[config.mk]
export PLATFORM = sky130hd
export DESIGN_NAME = crash_restart_backoff_supervisor
export DESIGN_NICKNAME = d
export VERILOG_FILES = /design/src/sv/crbs_pkg.sv /design/src/sv/crbs_useq.sv /design/src/sv/crbs_dpath.sv /design/src/sv/crash_restart_backoff_supervisor.sv
export SDC_FILE = /design/constraint.sdc
export NUM_CORES = 2
export LEC_CHECK = 0
export ABC_AREA = 0
export BUFFER_PORTS_ARGS = -buffer_cell sky130_fd_sc_hd__buf_2
export CAP_MARGIN = 10
export CORE_ASPECT_RATIO = 1.25
export CORE_MARGIN = 5
export CORE_UTILIZATION = 35
export CTS_CLUSTER_SIZE = 12
export DETAILED_ROUTE_END_ITERATION = 8
export PLACE_DENSITY = 0.61
export SLEW_MARGIN = 5
export SYNTH_ARGS = -nofsm -noshare
export SYNTH_HDL_FRONTEND = slang
export SYNTH_SLANG_ARGS = --single-unit
export TNS_END_PERCENT = 10
[constraint.sdc]
create_clock -name clk_i -period 10.8 [get_ports clk_i]
set_input_delay 2.16 -clock clk_i [delete_from_list [all_inputs] [get_ports clk_i]]
set_output_delay 2.16 -clock clk_i [all_outputs]
set_load 0.02 [all_outputs]
[src/sv/crbs_pkg.sv]
// Package for the crash-restart backoff supervisor: widths, codes, shared structs,
// and the microprogram ROM with its opcode dispatch map.
// No dependencies; every other file in sv/ imports this package.
package crbs_pkg;

  // Field widths of the stream items and the configuration port.
  localparam int TIME_BITS   = 48;
  localparam int COUNT_BITS  = 8;
  localparam int NOW_W       = 48;
  localparam int GEN_W       = 64;
  localparam int CNT_W       = COUNT_BITS;
  localparam int V_W         = 32;
  localparam int MULT_W      = 16;
  localparam int Q_FRAC      = 8;
  localparam int BO_W        = 24;
  localparam int RD_W        = 8;
  localparam int CFG_IDX_W   = 3;
  localparam int CFG_DATA_W  = 32;
  localparam int IN_TDATA_W  = 120;
  localparam int IN_TUSER_W  = 3;
  localparam int OUT_TDATA_W = 104;

  // Times are kept to TIME_BITS bits.
  localparam int TIME_KEEP = (TIME_BITS < NOW_W) ? TIME_BITS : NOW_W;
  localparam logic [NOW_W-1:0] TIME_MASK = {NOW_W{1'b1}} >> (NOW_W - TIME_KEEP);
  localparam logic [CNT_W-1:0] COUNT_MAX = {CNT_W{1'b1}};

  typedef enum logic [2:0] {
    M_IDLE, M_WATCH, M_RECON, M_BACKOFF, M_TERM
  } mode_e;

  typedef enum logic [1:0] {
    R_NONE, R_TERMINAL, R_BACKOFF, R_RESTARTED
  } res_code_e;

  typedef enum logic [2:0] {
    OP_BEGIN, OP_STOP, OP_CHECK, OP_SHUTDOWN, OP_STABLE, OP_CRASH, OP_QUERY, OP_NONE
  } opcode_e;

  typedef enum logic [CFG_IDX_W-1:0] {
    CFG_MAX_RESTARTS, CFG_BASE_BACKOFF, CFG_MULT_Q8, CFG_MAX_BACKOFF, CFG_STABLE_IVL
  } cfg_reg_e;

  // Datapath micro-operations.
  typedef enum logic [3:0] {
    U_NOP, U_BEGIN, U_STOP, U_SHUT, U_STABLE, U_RCRASH, U_CHECK, U_BSET_CUR,
    U_BSET_PREV, U_MUL, U_CAP, U_QUERY, U_DECIDE, U_INC, U_TERM, U_FIN
  } uop_e;

  // Jump conditions of the sequencer.
  typedef enum logic [2:0] {
    C_NEXT, C_ALWAYS, C_NOT_CRASH, C_OVER_BUDGET, C_K_GT1, C_NOT_BACKOFF, C_OUT_BUSY
  } cond_e;

  localparam int STEP_W      = 5;
  localparam int UCODE_DEPTH = 23;
  typedef logic [STEP_W-1:0] step_t;

  typedef struct packed {
    uop_e  op;
    cond_e cond;
    step_t target;
  } ucw_t;

  typedef struct packed {
    logic [7:0]  max_restarts;
    logic [15:0] base_backoff;
    logic [15:0] mult_q8;
    logic [23:0] max_backoff;
    logic [31:0] stable_ivl;
  } cfg_t;

  typedef struct packed {
    logic [IN_TUSER_W-1:0] opcode;
    logic [GEN_W-1:0]      generation;
    logic [NOW_W-1:0]      now_ms;
    logic                  crashed;
    logic                  restart_ok;
  } item_t;

  typedef struct packed {
    res_code_e        code;
    logic             invalidate;
    logic [GEN_W-1:0] inv_gen;
    logic             do_shutdown;
    logic             answer;
    mode_e            fsm_state;
    logic [RD_W-1:0]  restarts_done;
    logic [BO_W-1:0]  current_backoff;
  } result_t;

  // Sequencer to datapath.
  typedef struct packed {
    logic accept;
    uop_e op;
  } ctrl_t;

  // Datapath to sequencer: branch flags.
  typedef struct packed {
    logic not_crash;
    logic over_budget;
    logic k_gt1;
    logic not_backoff;
  } stat_t;

  // Entry points and loop heads of the microprogram.
  localparam step_t S_BEGIN  = step_t'(0);
  localparam step_t S_STOP   = step_t'(1);
  localparam step_t S_SHUT   = step_t'(2);
  localparam step_t S_STABLE = step_t'(3);
  localparam step_t S_RCRASH = step_t'(4);
  localparam step_t S_QUERY  = step_t'(5);
  localparam step_t S_QLOOP  = step_t'(7);
  localparam step_t S_CHECK  = step_t'(10);
  localparam step_t S_CLOOP  = step_t'(14);
  localparam step_t S_TERM   = step_t'(18);
  localparam step_t S_TAIL   = step_t'(19);
  localparam step_t S_TLOOP  = step_t'(20);
  localparam step_t S_FIN    = step_t'(22);

  // A jump is taken after the step's operation when its condition holds on
  // the registers as they stood at the start of the step.
  localparam ucw_t UCODE [UCODE_DEPTH] = '{
    '{U_BEGIN,     C_ALWAYS,      S_TAIL },  // begin watch
    '{U_STOP,      C_ALWAYS,      S_TAIL },  // stop
    '{U_SHUT,      C_ALWAYS,      S_TAIL },  // shutdown request
    '{U_STABLE,    C_ALWAYS,      S_TAIL },  // mark stable
    '{U_RCRASH,    C_ALWAYS,      S_TAIL },  // record crash
    '{U_NOP,       C_NOT_BACKOFF, S_TAIL },  // backoff query
    '{U_BSET_PREV, C_NEXT,        S_TAIL },
    '{U_MUL,       C_K_GT1,       S_QLOOP},
    '{U_CAP,       C_NEXT,        S_TAIL },
    '{U_QUERY,     C_ALWAYS,      S_TAIL },
    '{U_NOP,       C_NOT_CRASH,   S_TAIL },  // crash check
    '{U_CHECK,     C_NEXT,        S_TAIL },
    '{U_NOP,       C_OVER_BUDGET, S_TERM },
    '{U_BSET_CUR,  C_NEXT,        S_TAIL },
    '{U_MUL,       C_K_GT1,       S_CLOOP},
    '{U_CAP,       C_NEXT,        S_TAIL },
    '{U_DECIDE,    C_NEXT,        S_TAIL },
    '{U_INC,       C_ALWAYS,      S_TAIL },
    '{U_TERM,      C_NEXT,        S_TAIL },  // budget spent
    '{U_BSET_CUR,  C_NEXT,        S_TAIL },  // common tail: reported backoff
    '{U_MUL,       C_K_GT1,       S_TLOOP},
    '{U_CAP,       C_NEXT,        S_TAIL },
    '{U_FIN,       C_OUT_BUSY,    S_FIN  }
  };

  function automatic step_t dispatch(logic [IN_TUSER_W-1:0] opcode);
    step_t s;
    unique case (opcode)
      OP_BEGIN:    s = S_BEGIN;
      OP_STOP:     s = S_STOP;
      OP_CHECK:    s = S_CHECK;
      OP_SHUTDOWN: s = S_SHUT;
      OP_STABLE:   s = S_STABLE;
      OP_CRASH:    s = S_RCRASH;
      OP_QUERY:    s = S_QUERY;
      default:     s = S_TAIL;
    endcase
    return s;
  endfunction

endpackage

[src/sv/crbs_useq.sv]
// Microprogram sequencer of the crash-restart backoff supervisor: step counter,
// ROM readout and conditional jumps. Depends on crbs_pkg.
module crbs_useq import crbs_pkg::*; (
  input  logic                  clk_i,
  input  logic                  rst_ni,
  input  logic                  in_valid_i,
  output logic                  in_ready_o,
  input  logic [IN_TUSER_W-1:0] opcode_i,
  input  logic                  out_busy_i,
  input  stat_t                 stat_i,
  output ctrl_t                 ctrl_o
);

  logic  run_q, run_d;
  step_t step_q, step_d;
  ucw_t  cw;
  logic  jump;
  logic  accept;

  assign cw         = UCODE[step_q];
  assign in_ready_o = !run_q;
  assign accept     = in_valid_i && !run_q;

  always_comb begin
    unique case (cw.cond)
      C_NEXT:        jump = 1'b0;
      C_ALWAYS:      jump = 1'b1;
      C_NOT_CRASH:   jump = stat_i.not_crash;
      C_OVER_BUDGET: jump = stat_i.over_budget;
      C_K_GT1:       jump = stat_i.k_gt1;
      C_NOT_BACKOFF: jump = stat_i.not_backoff;
      C_OUT_BUSY:    jump = out_busy_i;
      default:       jump = 1'b0;
    endcase
  end

  always_comb begin
    run_d         = run_q;
    step_d        = step_q;
    ctrl_o.accept = accept;
    ctrl_o.op     = U_NOP;
    if (accept) begin
      run_d  = 1'b1;
      step_d = dispatch(opcode_i);
    end else if (run_q) begin
      // The result hand-off waits while the output register still holds one.
      if (cw.op == U_FIN && out_busy_i) begin
        ctrl_o.op = U_NOP;
      end else begin
        ctrl_o.op = cw.op;
      end
      if (cw.op == U_FIN && !out_busy_i) begin
        run_d = 1'b0;
      end else begin
        step_d = jump ? cw.target : step_q + 1'b1;
      end
    end
  end

  always_ff @(posedge clk_i or negedge rst_ni) begin
    if (!rst_ni) begin
      run_q  <= 1'b0;
      step_q <= '0;
    end else begin
      run_q  <= run_d;
      step_q <= step_d;
    end
  end

endmodule

[src/sv/crbs_dpath.sv]
// Datapath of the crash-restart backoff supervisor: supervisor state, the
// iterated Q8.8 backoff multiplier and the result fields. Depends on crbs_pkg.
module crbs_dpath import crbs_pkg::*; (
  input  logic    clk_i,
  input  logic    rst_ni,
  input  ctrl_t   ctrl_i,
  input  cfg_t    cfg_i,
  input  item_t   item_i,
  output stat_t   stat_o,
  output result_t res_o
);

  // Latched event and scratch registers.
  item_t           it_q, it_d;
  logic [V_W-1:0]  v_q, v_d;
  logic [CNT_W-1:0] k_q, k_d;
  logic            z_q, z_d;
  logic [BO_W-1:0] b_q, b_d;

  // Supervisor state.
  mode_e            mode_q, mode_d;
  logic [CNT_W-1:0] cnt_q, cnt_d;
  logic [GEN_W-1:0] gen_q, gen_d;
  logic             grace_q, grace_d;
  logic [NOW_W-1:0] lct_q, lct_d;
  logic [NOW_W-1:0] lst_q, lst_d;

  // Result fields of the event in progress.
  res_code_e        code_q, code_d;
  logic             inval_q, inval_d;
  logic [GEN_W-1:0] ig_q, ig_d;
  logic             shut_q, shut_d;
  logic             ans_q, ans_d;

  logic [V_W+MULT_W-1:0]      prod;
  logic [V_W+MULT_W-Q_FRAC-1:0] prod_sh;
  logic [V_W-1:0]             v_next;
  logic [NOW_W:0]             d_stable;
  logic [NOW_W:0]             d_crash;
  logic                       stable_ok;
  logic                       query_ok;
  logic [CNT_W-1:0]           cnt_prev;
  logic [15:0]                cnt_wide;

  assign prod    = v_q * cfg_i.mult_q8;
  assign prod_sh = prod[V_W+MULT_W-1:Q_FRAC];
  // Saturate the truncated product at the all-ones 32-bit value.
  assign v_next  = (|prod_sh[V_W+MULT_W-Q_FRAC-1:V_W]) ? {V_W{1'b1}} : prod_sh[V_W-1:0];

  // A time earlier than the reference never counts as elapsed.
  assign d_stable  = {1'b0, it_q.now_ms} - {1'b0, lst_q};
  assign stable_ok = !d_stable[NOW_W] && (d_stable[NOW_W-1:0] >= NOW_W'(cfg_i.stable_ivl));
  assign d_crash   = {1'b0, it_q.now_ms} - {1'b0, lct_q};
  assign query_ok  = !d_crash[NOW_W] && (d_crash[NOW_W-1:0] >= NOW_W'(b_q));

  assign cnt_prev = (cnt_q == '0) ? '0 : cnt_q - 1'b1;
  assign cnt_wide = 16'(cnt_q);

  assign stat_o.not_crash   = !(mode_q == M_WATCH && it_q.crashed);
  assign stat_o.over_budget = cnt_wide >= 16'(cfg_i.max_restarts);
  assign stat_o.k_gt1       = k_q > CNT_W'(1);
  assign stat_o.not_backoff = mode_q != M_BACKOFF;

  assign res_o.code            = code_q;
  assign res_o.invalidate      = inval_q;
  assign res_o.inv_gen         = ig_q;
  assign res_o.do_shutdown     = shut_q;
  assign res_o.answer          = ans_q;
  assign res_o.fsm_state       = mode_q;
  assign res_o.restarts_done   = (cnt_wide > 16'd255) ? {RD_W{1'b1}} : cnt_wide[RD_W-1:0];
  assign res_o.current_backoff = b_q;

  always_comb begin
    it_d    = it_q;
    v_d     = v_q;
    k_d     = k_q;
    z_d     = z_q;
    b_d     = b_q;
    mode_d  = mode_q;
    cnt_d   = cnt_q;
    gen_d   = gen_q;
    grace_d = grace_q;
    lct_d   = lct_q;
    lst_d   = lst_q;
    code_d  = code_q;
    inval_d = inval_q;
    ig_d    = ig_q;
    shut_d  = shut_q;
    ans_d   = ans_q;

    if (ctrl_i.accept) begin
      it_d        = item_i;
      it_d.now_ms = item_i.now_ms & TIME_MASK;
      code_d      = R_NONE;
      inval_d     = 1'b0;
      ig_d        = '0;
      shut_d      = 1'b0;
      ans_d       = 1'b0;
    end

    unique case (ctrl_i.op)
      U_BEGIN: begin
        gen_d   = it_q.generation;
        mode_d  = M_WATCH;
        grace_d = 1'b1;
      end
      U_STOP: begin
        mode_d  = M_IDLE;
        grace_d = 1'b0;
      end
      U_SHUT: begin
        if (mode_q == M_WATCH && grace_q) begin
          shut_d  = 1'b1;
          ans_d   = 1'b1;
          mode_d  = M_IDLE;
          grace_d = 1'b0;
        end
      end
      U_STABLE: lst_d = it_q.now_ms;
      U_RCRASH: lct_d = it_q.now_ms;
      U_CHECK: begin
        mode_d  = M_RECON;
        inval_d = 1'b1;
        ig_d    = gen_q;
        if (it_q.now_ms != '0 && lct_q != '0 && lst_q != '0 && stable_ok) begin
          cnt_d = '0;
        end
        if (it_q.now_ms != '0) begin
          lct_d = it_q.now_ms;
        end
      end
      U_BSET_CUR: begin
        v_d = V_W'(cfg_i.base_backoff);
        k_d = cnt_q;
        z_d = cnt_q == '0;
      end
      U_BSET_PREV: begin
        v_d = V_W'(cfg_i.base_backoff);
        k_d = cnt_prev;
        z_d = cnt_prev == '0;
      end
      U_MUL: begin
        if (k_q > CNT_W'(1)) begin
          v_d = v_next;
          k_d = k_q - 1'b1;
        end
      end
      U_CAP: begin
        if (z_q) begin
          b_d = '0;
        end else if (v_q > V_W'(cfg_i.max_backoff)) begin
          b_d = cfg_i.max_backoff;
        end else begin
          b_d = v_q[BO_W-1:0];
        end
      end
      U_QUERY: ans_d = query_ok;
      U_DECIDE: begin
        if (b_q != '0) begin
          mode_d = M_BACKOFF;
          code_d = R_BACKOFF;
        end else if (it_q.restart_ok) begin
          mode_d = M_WATCH;
          code_d = R_RESTARTED;
        end else begin
          mode_d = M_TERM;
          code_d = R_TERMINAL;
        end
      end
      U_INC: begin
        if (cnt_q != COUNT_MAX) begin
          cnt_d = cnt_q + 1'b1;
        end
      end
      U_TERM: begin
        mode_d = M_TERM;
        code_d = R_TERMINAL;
      end
      default: ;
    endcase
  end

  always_ff @(posedge clk_i or negedge rst_ni) begin
    if (!rst_ni) begin
      mode_q  <= M_IDLE;
      cnt_q   <= '0;
      gen_q   <= '0;
      grace_q <= 1'b0;
      lct_q   <= '0;
      lst_q   <= '0;
    end else begin
      mode_q  <= mode_d;
      cnt_q   <= cnt_d;
      gen_q   <= gen_d;
      grace_q <= grace_d;
      lct_q   <= lct_d;
      lst_q   <= lst_d;
    end
  end

  always_ff @(posedge clk_i) begin
    it_q    <= it_d;
    v_q     <= v_d;
    k_q     <= k_d;
    z_q     <= z_d;
    b_q     <= b_d;
    code_q  <= code_d;
    inval_q <= inval_d;
    ig_q    <= ig_d;
    shut_q  <= shut_d;
    ans_q   <= ans_d;
  end

endmodule

[src/sv/crash_restart_backoff_supervisor.sv]
// Top level of the crash-restart backoff supervisor: stream ports, configuration
// registers and the output register. Depends on crbs_pkg, crbs_useq, crbs_dpath.
//
// The block takes one supervision event per input transaction and returns exactly one
// result transaction for it. An event is taken and then runs a short microprogram;
// every event ends by evaluating the backoff for the current restart count c, with
// the Q8.8 multiplier applied once per count beyond the first in one shared 32x16
// unit. Begin, stop, shutdown, mark-stable and record-crash events evaluate it once.
// A crash check that counts a restart evaluates the backoff twice (before and after
// the increment); a backoff query in the backoff state also evaluates twice. The
// reset budget is five restarts. One event is in progress at a time; s_axis_tready
// is high whenever no event is in progress, also while a finished result still
// waits in the output register. Configuration writes are always accepted and must
// be issued only while no event is in flight; writes to indexes beyond the five
// registers are ignored.
module crash_restart_backoff_supervisor import crbs_pkg::*; (
  input  logic                   clk_i,
  input  logic                   rst_ni,
  // Event stream.
  input  logic                   s_axis_tvalid,
  output logic                   s_axis_tready,
  // generation [63:0], now_ms [111:64], crashed [112], restart_ok [113], zero pad
  input  logic [IN_TDATA_W-1:0]  s_axis_tdata,
  // opcode [2:0]
  input  logic [IN_TUSER_W-1:0]  s_axis_tuser,
  // Result stream.
  output logic                   m_axis_tvalid,
  input  logic                   m_axis_tready,
  // result_code [1:0], invalidate [2], invalidated_generation [66:3], do_shutdown [67],
  // answer [68], fsm_state [71:69], restarts_done [79:72], current_backoff [103:80]
  output logic [OUT_TDATA_W-1:0] m_axis_tdata,
  // Configuration write channel.
  input  logic                   cfg_valid_i,
  output logic                   cfg_ready_o,
  input  logic [CFG_IDX_W-1:0]   cfg_index_i,
  input  logic [CFG_DATA_W-1:0]  cfg_data_i
);

  cfg_t    cfg_q;
  item_t   item;
  ctrl_t   ctrl;
  stat_t   stat;
  result_t res;
  result_t out_q;
  logic    out_valid_q;
  logic    out_busy;

  // Configuration registers; the channel never stalls.
  assign cfg_ready_o = 1'b1;

  always_ff @(posedge clk_i or negedge rst_ni) begin
    if (!rst_ni) begin
      cfg_q.max_restarts <= 8'd5;
      cfg_q.base_backoff <= 16'd1000;
      cfg_q.mult_q8      <= 16'd512;
      cfg_q.max_backoff  <= 24'd30000;
      cfg_q.stable_ivl   <= 32'd60000;
    end else if (cfg_valid_i) begin
      unique case (cfg_index_i)
        CFG_MAX_RESTARTS: cfg_q.max_restarts <= cfg_data_i[7:0];
        CFG_BASE_BACKOFF: cfg_q.base_backoff <= cfg_data_i[15:0];
        CFG_MULT_Q8:      cfg_q.mult_q8      <= cfg_data_i[15:0];
        CFG_MAX_BACKOFF:  cfg_q.max_backoff  <= cfg_data_i[23:0];
        CFG_STABLE_IVL:   cfg_q.stable_ivl   <= cfg_data_i[31:0];
        default: ;
      endcase
    end
  end

  // Unpack the event transaction.
  assign item.opcode     = s_axis_tuser;
  assign item.generation = s_axis_tdata[63:0];
  assign item.now_ms     = s_axis_tdata[111:64];
  assign item.crashed    = s_axis_tdata[112];
  assign item.restart_ok = s_axis_tdata[113];

  // The output register is busy when it holds a result that is not taken this cycle.
  assign out_busy = out_valid_q && !m_axis_tready;

  crbs_useq u_useq (
    .clk_i      (clk_i),
    .rst_ni     (rst_ni),
    .in_valid_i (s_axis_tvalid),
    .in_ready_o (s_axis_tready),
    .opcode_i   (s_axis_tuser),
    .out_busy_i (out_busy),
    .stat_i     (stat),
    .ctrl_o     (ctrl)
  );

  crbs_dpath u_dpath (
    .clk_i  (clk_i),
    .rst_ni (rst_ni),
    .ctrl_i (ctrl),
    .cfg_i  (cfg_q),
    .item_i (item),
    .stat_o (stat),
    .res_o  (res)
  );

  // Output register: loaded by the final microprogram step, which the sequencer only
  // issues once the previous result has left.
  always_ff @(posedge clk_i or negedge rst_ni) begin
    if (!rst_ni) begin
      out_valid_q <= 1'b0;
    end else if (ctrl.op == U_FIN) begin
      out_valid_q <= 1'b1;
    end else if (m_axis_tready) begin
      out_valid_q <= 1'b0;
    end
  end

  always_ff @(posedge clk_i) begin
    if (ctrl.op == U_FIN) begin
      out_q <= res;
    end
  end

  assign m_axis_tvalid = out_valid_q;
  assign m_axis_tdata  = {out_q.current_backoff, out_q.restarts_done, out_q.fsm_state,
                          out_q.answer, out_q.do_shutdown, out_q.inv_gen,
                          out_q.invalidate, out_q.code};

`ifndef SYNTHESIS
  // A result is never written over one that is still waiting.
  a_no_overwrite: assert property (@(posedge clk_i) disable iff (!rst_ni)
    ctrl.op == U_FIN |-> !(out_valid_q && !m_axis_tready))
    else $error("result loaded while output register busy");

  // After an event is taken the block is busy with it.
  a_busy_after_accept: assert property (@(posedge clk_i) disable iff (!rst_ni)
    (s_axis_tvalid && s_axis_tready) |=> !s_axis_tready)
    else $error("event accepted while another is in progress");

  // The transient reconciling state is never reported.
  a_no_recon: assert property (@(posedge clk_i) disable iff (!rst_ni)
    m_axis_tvalid |-> out_q.fsm_state != M_RECON)
    else $error("reconciling state reported");

  // An invalidation always comes with an outcome.
  a_inval_code: assert property (@(posedge clk_i) disable iff (!rst_ni)
    (m_axis_tvalid && out_q.invalidate) |-> out_q.code != R_NONE)
    else $error("invalidation without result code");

  // A commanded shutdown is always reported as handled.
  a_shut_answer: assert property (@(posedge clk_i) disable iff (!rst_ni)
    (m_axis_tvalid && out_q.do_shutdown) |-> out_q.answer)
    else $error("shutdown without answer");
`endif

endmodule

# --- Word level (Yosys, flattened, before mapping) ---
# Memory sizes are Yosys's and may differ from the RTL's.
# Index checks and enable logic that the tools add are counted.
# Widths: inputs -> output; s select.
totals:
  register_bits: 627
  latch_bits: 0
  ramBits: 0
  romBits: 384
  in_bits: 163
  out_inout_bits: 107
  word_cells: 189
  n_memories: 1
mem_list:
  columns: ["name", "words", "width", "read_ports", "rd_clocked_by_memory_dff", "write_ports", "line", "text"]
  rows:
  - ["(no name shown)", 32, 12, 1, 0, 0, "crbs_useq.sv:20", "assign cw = UCODE[step_q];"]
op_classes:
  addsub: 6
  multipliers: 1
  div_mod_pow: 0
  n_lt_le_gt_ge: 7
  n_eq_ne: 41
  shift: 0
  n_mux: 47
  n_bitwise: 1
  reduce_logical: 50
op_table:
  columns: ["cell", "count"]
  rows:
  - ["$reduce_bool 48->1", 3]
  - ["$mux 64", 2]
  - ["$sub 48x48->49", 2]
  - ["$pmux 48 s2", 1]
  - ["$mux 32", 2]
  - ["$pmux 32 s2", 1]
  - ["$ge 48x24->1", 1]
  - ["$ge 48x32->1", 1]
  - ["$mul 32x16->48", 1]
  - ["$mux 48", 1]
  - ["$eq 4x4->1 const B", 9]
  - ["$pmux 5 s7", 1]
  - ["$gt 32x24->1", 1]
  - ["$mux 8", 4]
  - ["$mux 12", 2]
  - ["$mux 24", 1]
  - ["$pmux 8 s3", 1]
  - ["$reduce_bool 24->1", 1]
  - ["$reduce_and 2->1", 11]
  - ["$eq 3x3->1 const B", 7]
  - ["$mux 5", 4]
  - ["$eq 3x2->1 const B", 6]
  - ["$pmux 3 s6", 1]
  - ["$eq 4x3->1 const B", 4]
  - ["other kinds (34)", 85]

# --- Logic depth before layout (Yosys ltp) ---
depth:
  word_depth: 13
  ltp_mapped: 27
  ltp_nobuf: 25

# --- Cells and area by module ---
# Synthesis repeated with hierarchy kept, for this count alone.
unflattened:
  cells_unflattened: 4747
  area_unflattened_um2: 48794.3
modules_own_cells:
  columns: ["mod", "instances", "cells_per_inst", "area_each_um2", "seq_area_each_um2"]
  rows:
  - ["crbs_dpath", 1, 4289, 40591.4, 11721.2]
  - ["crash_restart_backoff_supervisor", 1, 317, 7076.8, 5579.1]
  - ["crbs_useq", 1, 141, 1126.1, 150.1]

# --- Least setup slack after synthesis ---
# OpenSTA, ideal clock, no wires.
synth_timing:
  kind: "input to register"
  start: "input m_axis_tready"
  end: "register out_valid_q, in the netlist m_axis_tvalid"
  setup_time_ns: 0.110
  t_arrival_ns: 10.063
  required_time_ns: 10.690
  setup_slack_ns: 0.627
  cell_stages: 3
  path_buffers: 0
  path_cell_list: "nor2b_1 -> nor3_1 -> or2_2"
synth_between:
  elab_chain_len: 8
  word_cells_on_any_way: 9
  classes_between: "eq/ne: 1; mux: 4; reduce/logical: 4"
synth_rtl:
  columns: ["element", "line", "text"]
  rows:
  - ["start, declared", "crash_restart_backoff_supervisor.sv:28", "input logic m_axis_tready,"]
  - ["$logic_not 1->1", "crash_restart_backoff_supervisor.sv:78", "assign out_busy = out_valid_q && !m_axis_tready;"]
  - ["$logic_and 1x1->1", "crash_restart_backoff_supervisor.sv:78", null]
  - ["$logic_and 1x1->1", "crbs_useq.sv:47", "if (cw.op == U_FIN && out_busy_i) begin"]
  - ["$mux 4", "crbs_useq.sv:47", null]
  - ["$mux 4", "crbs_useq.sv:45", "end else if (run_q) begin"]
  - ["$mux 4", "crbs_useq.sv:42", "if (accept) begin"]
  - ["$eq 4x4->1", "crash_restart_backoff_supervisor.sv:106", "end else if (ctrl.op == U_FIN) begin"]
  - ["$mux 1 / $reduce_bool 2->1 (equally long branches)", null, null]
  - ["end signal, assigned", "crash_restart_backoff_supervisor.sv:105", "out_valid_q <= 1'b0;"]
  - ["end signal, assigned", "crash_restart_backoff_supervisor.sv:107", "out_valid_q <= 1'b1;"]
  - ["end signal, assigned", "crash_restart_backoff_supervisor.sv:109", "out_valid_q <= 1'b0;"]
  - ["end, declared", "crash_restart_backoff_supervisor.sv:45", "logic out_valid_q;"]
# Parallel ways exist; a longest one is shown, timed or not.
# A chain may end at the register's enable or synchronous reset.

# --- Worst setup path after layout ---
layout_timing:
  start: "register u_dpath.v_q[2]"
  end: "register u_dpath.v_q[14], data pin"
layout_between:
  elab_chain_len: 5
layout_rtl:
  columns: ["element", "line", "text"]
  rows:
  - ["start, declared", "crbs_dpath.sv:15", "logic [V_W-1:0] v_q, v_d;"]
  - ["start signal, assigned", "crbs_dpath.sv:203", "v_q <= v_d;"]
  - ["$mul 32x16->48 *", "crbs_dpath.sv:45", "assign prod = v_q * cfg_i.mult_q8;"]
  - ["$reduce_or 8->1", "crbs_dpath.sv:48", "assign v_next = (|prod_sh[V_W+MULT_W-Q_FRAC-1:V_W]) ? {V_W{1'b1}} : prod_sh[V_W-1:0];"]
  - ["$mux 32 *", "crbs_dpath.sv:48", null]
  - ["$mux 32 *", "crbs_dpath.sv:143", "if (k_q > CNT_W'(1)) begin"]
  - ["$pmux 32 s2 *", "crbs_dpath.sv:101", "unique case (ctrl_i.op)"]
  - ["named net u_dpath.v_d[14]", "crbs_dpath.sv:15", null]
# Mark *: on every way through the listed nets, which the timed path passes. The rest lies on a longest branch. The select of a mux whose other input is x is not followed.

==> metrics.md <==
| Metric | Value |
|---|---|
| Fillers | `roughly 14,000` |
| M2 GR Usage | `33.3%` |
| Crit path max fanout | `32` |
| GR Util met3 | `3.23%` |
| Die Wd | `between 300 and 400 µm` |
| Placed Area | `51,200 µm²` |
| Type of the tightest min-delay check | `reg2reg` |
| Htree depth | `3` |
| Register area | `17,500 µm²` |
| Nets | `5,922` |
| Main synth FF type | `edfxtp_1` |
| Drt first-iter violations | `about 2,400` |
| Vias | `35,800` |
| Die Span Y | `424 µm` |
| Synth top area share | `a little over a fifth` |
| Starting Density | `a little over a third` |
| Most used cell, CP | `fa_1` |
| Number of remaining DRC errors | `0` |
| Setup bufs post-CTS | `0` |
| Total core area | `137,000 µm²` |
| Num Clock Sinks | `between 600 and 700` |
| CP Cell Sequence | `nand2_1 > fa_1 > fa_1 > inv_1 > fa_1 > fa_1 > fa_1 > inv_1 > fa_1 > inv_1 > ha_1 > nand2_1 > o21ai_0 > nor4_1 > o31ai_1 > nand4_1 > nand2_1 > a221oi_1 > xnor2_1 > nor4_4 > buf_4 > a31oi_1` |
| Min cycle time layout | `8.11 ns` |
| Crit path capture | `u_dpath.v_q[14]$_DFFE_PP_` |
| Unique masters post-synth | `~90` |
| Fin. Hold Viols | `0` |
| Cell area after synthesis | `48,000 µm²` |
| Detailed Route WL | `about 140,000 µm` |
| Critical-path cell with the highest stage delay | `edfxtp_1` |
| Seq/Total Area, Yosys | `36.3%` |
| HPWL Detailed | `106,000 µm` |
| Pin slew with the least headroom to its limit | `1.13 ns` |
| DRT Pass-1 Iters | `6` |
| GRT met1 Usage | `24.9%` |
| Worst-Skew Late Latency | `approximately 0.67 ns` |
| Multi-input logic area | `roughly 27,000 µm²` |
| Cell taking the most area after synthesis | `edfxtp_1` |
| Critical Path Start | `u_dpath.v_q[2]$_DFFE_PP_` |
| CTS Root Cell | `clkbuf_16` |
| FF-to-FF Start | `u_dpath.v_q[2]$_DFFE_PP_` |
| Clock transition at the registers of the reported paths | `roughly 0.06 ns` |
| Yosys reg bits | `roughly 630` |
| Via/cell ratio | `5.21` |
| Share of cells above drive strength 1 | `11.9%` |
| Rows | `152` |
| Number of global-route vias before repair | `around 37,000` |
| Worst path max stage delay | `1.02 ns` |
| Rel. slew slack | `24.4%` |
| Clk buf depth | `3` |
| Antenna Nets Post-Route | `0` |
| GR Overflow Total | `0` |
| Synth Instances | `4,835` |
| Synth area leaders | `edfxtp_1 (22%), fa_1 (17%), dfrtp_1 (13%), ha_1 (8.3%), nand2_1 (5.7%)` |
| Cts repair resizes | `0` |
| YS warnings | `0` |
| Io pins | `270` |
| Skew final | `0.0757 ns` |
| Tcrit/Tclk final | `75.1%` |
| Top Usage Layer GRT | `met2` |
| RSZ-0062 raised after global routing | `false` |
| CP Class | `reg2reg` |
| Fmax | `123 MHz` |
| CTS buffer count | `73` |
| Setup-failing EPs final | `0` |
| Layout area overhead | `11.8%` |
| R2R depth | `22` |
| Inst Count DP | `roughly 6,700` |
| Crit path launch type | `flip-flop` |
| Worst EP arrival | `approximately 8.5 ns` |
| Net Count, Synth | `5,735` |
| CTS tree | `yes` |
| Hold-fix buffers, CTS | `0` |
| Die area | `145,000 µm²` |
| Design area | `53,700 µm²` |
| Asr flop ratio synth | `43.9%` |
| Hold path cells | `0` |
| I/O Buffers | `262` |
| Number of synthesized flops with an enable pin | `349` |
| Setup TNS Final | `0 ns` |
| Top delay family on crit path | `adder cells` |
| Drt wl/cell | `20.6 µm` |
| Final Non-Filler Cells | `6,861` |
| Antenna violations before repair | `18` |
| GRT Util Overall | `19.4%` |
| Max cap viols | `0` |
| R2r setup slk | `2.69 ns` |
| Slew Viols, Final | `0` |
| Global-route wire length before repair | `between 200,000 and 250,000 µm` |
| CP required | `11.18 ns` |
| Syn Area/Cell | `just under 10 µm²` |
| Critical Path Sink Type | `flip-flop` |
| GPL Wtd Cong | `0.926` |
| Cell count along the critical path | `22` |
| Run status | `completed` |
| Largest net degree at the start of global routing | `134` |
| Reg2reg end | `u_dpath.v_q[14]$_DFFE_PP_` |
| CP bufs+invs | `4` |
-- cell type report --
cell class	instances	share of cell area, %
multi-input cells	3301	50.6
flip-flops and latches	627	32.5
inverters	703	4.92
well taps	1771	4.13
clock buffers	106	3.85
repair buffers	316	3.24
clock inverters	28	0.681
diodes	9	0.0420
-- cells by family after synthesis --
logic type               share of synthesized area, %
multiplexers                                     3.47
XOR/XNOR                                         2.21
AO/OA/AOI/OAI                                    9.80
AND/OR/NAND/NOR                                  15.2
adder cells (fa/ha/maj)                          25.8
buffers and inverters                            7.18
flip-flops                                       36.3
other                                         0.00781
-- through the flow --
stage                     worst slack (ns)  hold WS (ns)  utilization, %
after global placement                2.82         0.401            37.4
after floorplan                      0.627         0.400               -
after global routing                  2.14         0.420            39.2
final                                 2.69         0.416            39.2
after CTS                             2.69         0.415            39.2
after detailed placement              2.74         0.405            37.4
-- synth_stat cells (6+ instances only) --
cell type / instances
xor2_1: 39
o31ai_1: 14
o211ai_1: 24
buf_2: 7
nand2_1: 724
nor4_1: 67
o2111ai_1: 8
o221a_2: 6
a31oi_1: 31
mux2i_1: 36
a21oi_1: 221
nand4_1: 60
nor2_1: 176
xnor2_1: 82
nand2b_1: 22
o21bai_1: 16
dfstp_2: 23
or3_1: 15
a21o_1: 60
fa_1: 419
o21a_1: 27
mux2_2: 116
clkbuf_1: 187
o221ai_1: 9
inv_1: 703
and4_1: 7
a2111oi_0: 7
o22ai_1: 7
dfrtp_1: 252
edfxtp_1: 349
and3_1: 10
o21ai_0: 219
nand3_1: 54
ha_1: 318
nor2b_1: 18
nor3b_1: 10
or2_2: 7
nor3_1: 43
o21ai_1: 6
and2_1: 305
a211oi_1: 24
-- how the worst min path moves through the flow --
| stage | start | end | slack, ns |
|---|---|---|---|
| 4_1_cts | u_dpath.ig_q[52]$_SDFFCE_PN0P_ | m_axis_tdata[55]$_DFFE_PP_ | 0.42 |
| 5_1_grt | u_dpath.ig_q[4]$_SDFFCE_PN0P_ | m_axis_tdata[7]$_DFFE_PP_ | 0.42 |
| 3_5_place_dp | u_dpath.ig_q[10]$_SDFFCE_PN0P_ | m_axis_tdata[13]$_DFFE_PP_ | 0.40 |
| 6_report | u_dpath.ig_q[63]$_SDFFCE_PN0P_ | m_axis_tdata[66]$_DFFE_PP_ | 0.42 |
| 3_3_place_gp | u_dpath.ig_q[2]$_SDFFCE_PN0P_ | m_axis_tdata[5]$_DFFE_PP_ | 0.40 |
| 2_1_floorplan | u_dpath.code_q[0]$_SDFFCE_PN0P_ | m_axis_tdata[0]$_DFFE_PP_ | 0.40 |
-- state kept, by name (all words and copies together) (netlist names), 32 cells and up --
register,flops
u_dpath.lct_q,48
u_dpath.lst_q,48
u_dpath.ig_q,64
u_dpath.v_q,32
cfg_q,96
m_axis_tdata,104
u_dpath.gen_q,64
u_dpath.it_q,114
-- cells in the final DEF (no fill, tap or decap), types with 23 or more instances in the layout --
cell type	instances
mux2i_1	36
ha_1	318
buf_4	53
clkbuf_16	76
a21oi_1	221
a31oi_1	31
inv_1	701
o21a_1	27
dfrtp_1	252
buf_2	261
nand3_1	52
nor4_1	67
edfxtp_1	349
a21o_1	60
nor3_1	40
and2_1	305
fa_1	419
clkbuf_1	25
nand4_1	60
nand2_1	723
mux2_2	116
xnor2_1	82
a211oi_1	24
o21ai_0	219
nor2_1	173
xor2_1	39
dfstp_2	23
o211ai_1	24
-- per-layer routing --
| metal | wire [µm] | share of wire, % | vias up |
|---|---|---|---|
| met3 | 8350 | 5.9 | 268 |
| met4 | 4940 | 3.5 | 4 |
| met1 | 58100 | 41 | 18000 |
| li1 | - | - | 16400 |
| met2 | 69700 | 49 | 1082 |
| met5 | 31 | 0.022 | - |
Power is not shown: default switching activity piles up to over one toggle a cycle in this logic, so the estimate is an artifact.
